[src/rtl/nsr_pkg.sv]
// Shared types and constants for the Newton square root block.
// No dependencies; compiled first.
`timescale 1ns / 1ps
`default_nettype none

package nsr_pkg;

  localparam int RADICAND_W = 32;
  localparam int ROOT_W     = 25;
  localparam int STEPS_W    = 7;
  localparam int TOL_W      = 16;
  localparam int CFG_DATA_W = 16;

  localparam logic [ROOT_W-1:0]  ROOT_MAX     = {ROOT_W{1'b1}};
  localparam logic [STEPS_W-1:0] STEP_CAP     = 7'd64;
  localparam logic [TOL_W-1:0]   TOL_RESET    = 16'd1;
  localparam logic [STEPS_W-1:0] MAX_IT_RESET = 7'd32;

  // register indexes on the configuration port
  typedef enum logic [0:0] {
    CFG_TOLERANCE = 1'b0,
    CFG_MAX_ITER  = 1'b1
  } cfg_idx_t;

  typedef enum logic [2:0] {
    ST_IDLE,
    ST_LAUNCH,
    ST_DIV,
    ST_STEP,
    ST_CHECK,
    ST_OUT
  } state_t;

  typedef struct packed {
    logic [RADICAND_W-1:0] radicand;
  } in_item_t;

  typedef struct packed {
    logic [ROOT_W-1:0]  root;
    logic               converged;
    logic [STEPS_W-1:0] steps_taken;
  } out_item_t;

  // divider status back to the sequencer
  typedef struct packed {
    logic busy;
    logic done;
  } div_stat_t;

endpackage

`default_nettype wire

[src/rtl/nsr_div.sv]
// Shared restoring divider: floor((x << FRAC_BITS) / d), one quotient bit per cycle.
// Depends on nsr_pkg for the status struct.
`timescale 1ns / 1ps
`default_nettype none

module nsr_div #(
  parameter int FRAC_BITS  = 16,
  parameter int DATA_WIDTH = 32
) (
  input  wire                               clk,
  input  wire                               rst_n,
  input  wire                               start,
  input  wire  [DATA_WIDTH-1:0]             dividend,
  input  wire  [DATA_WIDTH-1:0]             divisor,
  output nsr_pkg::div_stat_t                stat,
  output logic [DATA_WIDTH+FRAC_BITS-1:0]   quotient
);

  localparam int QW  = DATA_WIDTH + FRAC_BITS;
  localparam int CNW = $clog2(QW + 1);

  logic [QW-1:0]         quo_r;
  logic [DATA_WIDTH-1:0] rem_r;
  logic [DATA_WIDTH-1:0] dv_r;
  logic [CNW-1:0]        cnt_r;
  logic                  busy_r;
  logic                  done_r;

  logic [DATA_WIDTH:0]   rem_sh;
  logic [DATA_WIDTH:0]   rem_sub;
  logic                  q_bit;

  // shift in the next dividend bit, trial subtract
  assign rem_sh  = {rem_r, quo_r[QW-1]};
  assign rem_sub = rem_sh - {1'b0, dv_r};
  assign q_bit   = (rem_sh >= {1'b0, dv_r});

  always_ff @(posedge clk) begin
    if (!rst_n) begin
      busy_r <= 1'b0;
      done_r <= 1'b0;
      cnt_r  <= '0;
    end else begin
      done_r <= 1'b0;
      if (start) begin
        busy_r <= 1'b1;
        cnt_r  <= CNW'(QW);
      end else if (busy_r) begin
        cnt_r <= cnt_r - 1'b1;
        if (cnt_r == CNW'(1)) begin
          busy_r <= 1'b0;
          done_r <= 1'b1;
        end
      end
    end
  end

  always_ff @(posedge clk) begin
    if (start) begin
      quo_r <= {dividend, FRAC_BITS'(0)};
      rem_r <= '0;
      // zero divisor acts as one
      dv_r  <= (divisor == '0) ? DATA_WIDTH'(1) : divisor;
    end else if (busy_r) begin
      quo_r <= {quo_r[QW-2:0], q_bit};
      rem_r <= q_bit ? rem_sub[DATA_WIDTH-1:0] : rem_sh[DATA_WIDTH-1:0];
    end
  end

  assign stat.busy = busy_r;
  assign stat.done = done_r;
  assign quotient  = quo_r;

endmodule

`default_nettype wire

[config.mk]
export PLATFORM = sky130hd
export DESIGN_NAME = nsr_div
export DESIGN_NICKNAME = d
export VERILOG_FILES = /design/src/rtl/nsr_pkg.sv /design/src/rtl/nsr_div.sv
export SDC_FILE = /design/constraint.sdc
export NUM_CORES = 1
export LEC_CHECK = 0
export BUFFER_PORTS_ARGS = -buffer_cell sky130_fd_sc_hd__buf_4
export CORE_ASPECT_RATIO = 1.4
export CORE_MARGIN = 2
export CORE_UTILIZATION = 50
export CTS_CLUSTER_DIAMETER = 40
export DETAILED_ROUTE_END_ITERATION = 8
export GPL_ROUTABILITY_DRIVEN = 0
export PLACE_DENSITY = 0.74
export SLEW_MARGIN = 20
export SYNTH_ARGS = -nofsm -noshare
export SYNTH_HDL_FRONTEND = slang
export SYNTH_SLANG_ARGS = --single-unit
[constraint.sdc]
create_clock -name clk -period 2.5 [get_ports clk]
set_input_delay 0.25 -clock clk [delete_from_list [all_inputs] [get_ports clk]]
set_output_delay 0.25 -clock clk [all_outputs]
set_load 0.005 [all_outputs]
After elaboration in Yosys (flattened, before gate mapping):

Index checks and enable logic that the tools add are counted.

* bits of input ports: 67
* register bits: 120
* output and inout bits: 50

* $lt $le $gt $ge: 1
* eq/ne operators: 1
* reductions and logical operators: 4
* muxes and demuxes: 9
* bitwise logic cells: 2
* add/sub/neg operators: 2

Operators by type and width (count)
* $mux 48: 2
* $ge 33x32->1: 1
* $logic_not 32->1: 1
* $mux 32: 1
* $sub 32x32->32: 1
* $mux 6: 2
* $eq 6x1->1 const B: 1
* $sub 6x1->6 const B: 1
* $mux 1: 4
* $reduce_or 3->1: 1
* $not 1->1: 2
* $reduce_bool 2->1: 1
* $reduce_or 2->1: 1

Longest topological paths before layout:

* depth after elaboration: 4
* gate-level depth with buffers: 13

Worst setup path before layout:

Ideal clock, no wire load.

* path type: register to register
* from: register quo_r[47], in the netlist quotient[47]
* to: register rem_r[30]
* arrival time: 2.527 ns
* buffers on the path: 0
* setup slack: -0.150 ns
* cell stages (with the launch flop): 13
* library setup time: 0.123 ns
* path through: edfxtp_1 -> inv_1 -> ha_1 -> fa_1 -> nor2b_1 -> o2111ai_2 -> a21boi_2 -> a211oi_2 -> o21ai_0 -> a211oi_2 -> and4b_1 -> nor4b_1 -> o31ai_1

* word-level cells in the longest chain between the ends: 2

Ends and longest elaborated chain
* from (decl): RTL line nsr_div.sv:22 `logic [QW-1:0] quo_r;`
* from (signal assigned): RTL line nsr_div.sv:60 `quo_r <= {dividend, FRAC_BITS'(0)};`
* from (signal assigned): RTL line nsr_div.sv:65 `quo_r <= {quo_r[QW-2:0], q_bit};`
* $sub 32x32->32 / $ge 33x32->1 (equally long branches): RTL line nsr_div.sv:35, nsr_div.sv:36
* $mux 32 (*): RTL line nsr_div.sv:66 `rem_r <= q_bit ? rem_sub[DATA_WIDTH-1:0] : rem_sh[DATA_WIDTH-1:0];`
* to (signal assigned): RTL line nsr_div.sv:66
* to (decl): RTL line nsr_div.sv:23 `logic [DATA_WIDTH-1:0] rem_r;`

Mark *: on every way between the ends. The rest lies on a longest branch, timed or not.
A chain may end at the register's enable or synchronous reset.

Worst setup path in the final report:

* from: register dv_r[2]
* to: register rem_r[12]

* word-level cells in the longest chain between the ends: 2

Ends and longest elaborated chain
* from (decl): RTL line nsr_div.sv:24 `logic [DATA_WIDTH-1:0] dv_r;`
* from (signal assigned): RTL line nsr_div.sv:63 `dv_r <= (divisor == '0) ? DATA_WIDTH'(1) : divisor;`
* $sub 32x32->32 / $ge 33x32->1 (equally long branches): RTL line nsr_div.sv:35, nsr_div.sv:36
* $mux 32 (*): RTL line nsr_div.sv:66

Marks and branches as above.

==> summary.txt <==
Final layout
  – Most frequent cells in the layout: 173 x buf_4, 64 x edfxtp_1, 61 x nor2_1, 54 x dfxtp_1, 40 x nand2_1
  – Fillers: 890
  – Syn-to-layout area delta: 37.65%
  – Commonest non-fill, non-tap cell in the layout: buf_4
  – Antenna Cells: 0
  – Final cell count without fillers: between 900 and 1,000
  – Util after Layout: approximately 71%
  – Share of layout cells above drive strength 1: 34.79%
  – Nets: 911

STA
  – Crit share post-route: 108.3%
  – RSZ-0062 raised after global routing: true
  – Fmax: between 0.3 and 0.4 GHz
  – Setup TNS: -3.285 ns
  – Max Slew Vio Count: 0
  – Tmin final: 2.709 ns
  – Post-route setup slack: -0.2087 ns
  – Final setup fails: 33
  – Fin. Hold Viols: 0
  – Worst Max-Slew Pin Slew: 0.5287 ns
  – Final Skew: between 0.007 and 0.008 ns
  – Slew HR: about two thirds

Clocking
  – # hold bufs at CTS: 0
  – CTS buffer count: 17
  – Clk_lat worst skew: 0.42 ns
  – Root Buffer: clkbuf_16
  – Clock transition at path regs: 0.06 ns
  – CTS max path bufs: 2
  – CTS Sinks: 120
  – H-tree levels: 4
  – CTS tree: built

Logic synthesis
  – Synth Flop Type: edfxtp_1
  – Post-Syn Area: 6600 sq um
  – Synth cell types: 52
  – Synth warn: 0
  – Avg Synthesized Cell Area: 9.836 sq um
  – Post-synthesis cell count: 671
  – Yosys reg bits: 120
  – EDFF count, synth: 64
  – FFs w/ async S/R, synth: 0%
  – Mapped Nets: approximately 770
  – Post-synthesis sequential area ratio: 46.10%

Critical path
  – Worst-case reg-to-reg path depth: 13
  – CP arrival: ~3.0 ns
  – Critical path class: flip-flop to flip-flop
  – Setup crit end kind: flip-flop
  – Crit path max fanout: 5
  – Critical path required time: 2.80 ns
  – CP Launch Type: flip-flop

Route
  – Routed wire length: 18,720 microns
  – Avg WL per Cell: 19.20 microns
  – Vias per cell: 6.042
  – First drt pass iteration count: 6
  – Antenna Nets Post-Route: 0
  – Drc violations: 0
  – Drt initial violations: around 430
  – Vias: approximately 5,900

Placed design
  – Port Buf Inserts: 116
  – HPWL Detailed: 11,590 microns
  – Inst Count DP: 919

Power
  – LEAKAGE: 0.003774 uW
  – Pwr dens: 688.8 nW/um^2
  – Worst vdd ir: 0.5615 mV

Global route
  – Global-route wire length before repair: 28,770 microns
  – Global route overflow: 0
  – Gr usage total: 25.88%
  – Initial antenna violation count: 0
  – Vias in the first global route: roughly 5,800
  – Largest net degree at the start of global routing: between 70 and 80

Die
  – Rows: between 40 and 50
  – I/O Pins: 117
  – Core outline area: 12,870 sq um
  – Starting Density: between 50% and 60%
  – Full die area: 14,150 sq um
  – Die width: 101.1 microns
  – Die Y: 139.9 microns

Outcome
  – Failing checks: setup timing
  – Outcome: finished, violations left

Hold path
  – Worst hold-check path type: input port to flip-flop
  – Hold path cells: 1

Run
  – Max-Cap Viols: 0
-- final cells by class --
class	instances	area (sq um)	area share [%]
clock buffers	18	429.2	4.724
clock inverters	14	197.7	2.176
well taps	153	191.4	2.107
inverters	39	151.4	1.666
multi-input cells	443	3476	38.26
flip-flops and latches	120	3045	33.52
repair buffers	188	1594	17.55
-- worst max-delay path, stage by stage (launching register included) --
cell and delay [ns]:
edfxtp_1 0.38, inv_2 0.08, ha_4 0.21, o211ai_1 0.23, a21oi_2 0.07, o2111ai_2 0.22
a21oi_2 0.11, a31o_1 0.23, a21oi_2 0.21, o21ai_4 0.09, buf_12 0.16, buf_12 0.13
buf_16 0.14, o311a_1 0.33
-- cells by family (layout without fill, tap and decap cells) --
| logic type | after synthesis | count (layout) | synth area share, % |
|---|---|---|---|
| xor gates and xnor gates | 32 | 32 | 4.246 |
| muxes | 38 | 38 | 5.763 |
| adders and majority gates | 35 | 35 | 6.749 |
| buffers and inverters | 108 | 259 | 6.559 |
| DFF | 120 | 120 | 46.10 |
| and+or+nand+nor | 163 | 163 | 11.47 |
| AOI/OAI and AO/OA | 175 | 175 | 19.11 |
-- cell usage after synthesis, drive strengths merged, types with 6 or more instances --
cell,number,share of area [%]
a21oi,33,2.7
and3,7,0.66
ha,34,6.4
clkbuf,59,3.4
o21a,7,0.80
dfxtp,56,17
a22o,32,4.2
nand2,40,2.3
xnor2,22,2.9
edfxtp,64,29
nor2,63,3.6
nor4,11,1.0
mux2i,38,5.8
nor3,6,0.45
nand3,8,0.61
a211oi,29,3.5
o21ai,28,2.3
a21o,10,1.1
a31oi,6,0.57
nand4,10,0.95
inv,39,2.2
xor2,10,1.3
buf,10,0.99
-- registers in the layout, indices dropped and copies added (netlist names) --
signal    cells
busy_r        1
cnt_r         6
done_r        1
dv_r         32
quotient     48
rem_r        32
-- what timing repair did --
| action | CTS | global route |
|---|---|---|
| setup buffers | 12 | 8 |
| hold endpoints to repair | 0 | 0 |
| endpoints found under the setup margin | 33 | 33 |
| resized for setup | 43 | 43 |
| cloned | 6 | 0 |
| pin swaps | 41 | 33 |
-- through the flow --
stage	power (uW)	instance area (sq um)	setup WS (ns)	hold slack, ns
6_report	6258	9085	-0.2087	0.01854
5_1_grt	6477	9085	-0.2940	0.01388
4_1_cts	6148	8892	-0.1441	0.01309
3_5_place_dp	3457	7791	-0.2921	0.4399
3_3_place_gp	3419	7791	-0.1963	0.4373
2_1_floorplan	3004	6614	-0.003717	0.3625
-- metal layers --
| layer | routed length, microns | global-route usage, % | part of all wire (%) | up-vias |
|---|---|---|---|---|
| met5 | 0 | 0 | 0 | - |
| met4 | 825 | 13.44 | 4.4 | 0 |
| met3 | 1139 | 4.591 | 6.1 | 75 |
| met2 | 9535 | 44.79 | 51 | 306 |
| met1 | 7222 | 30.09 | 39 | 2797 |
| li1 | - | - | - | 2713 |
-- worst paths after layout --
path	startpoint	to	slack, ns
setup reg to reg	dv_r[2]	rem_r[12]	-0.21
hold / removal	divisor[12]	dv_r[12]	0.02
hold reg to reg	rem_r[26]	rem_r[26]	0.48
setup / recovery	dv_r[2]	rem_r[12]	-0.21
-- power breakdown --
group          total (uW)  internal, uW  switching, uW
clock network        2610          1680            935
logic                1330           642            690
registers            2320          2230           86.2
total                6260          4550           1710
(Power assumes the default switching activity.)
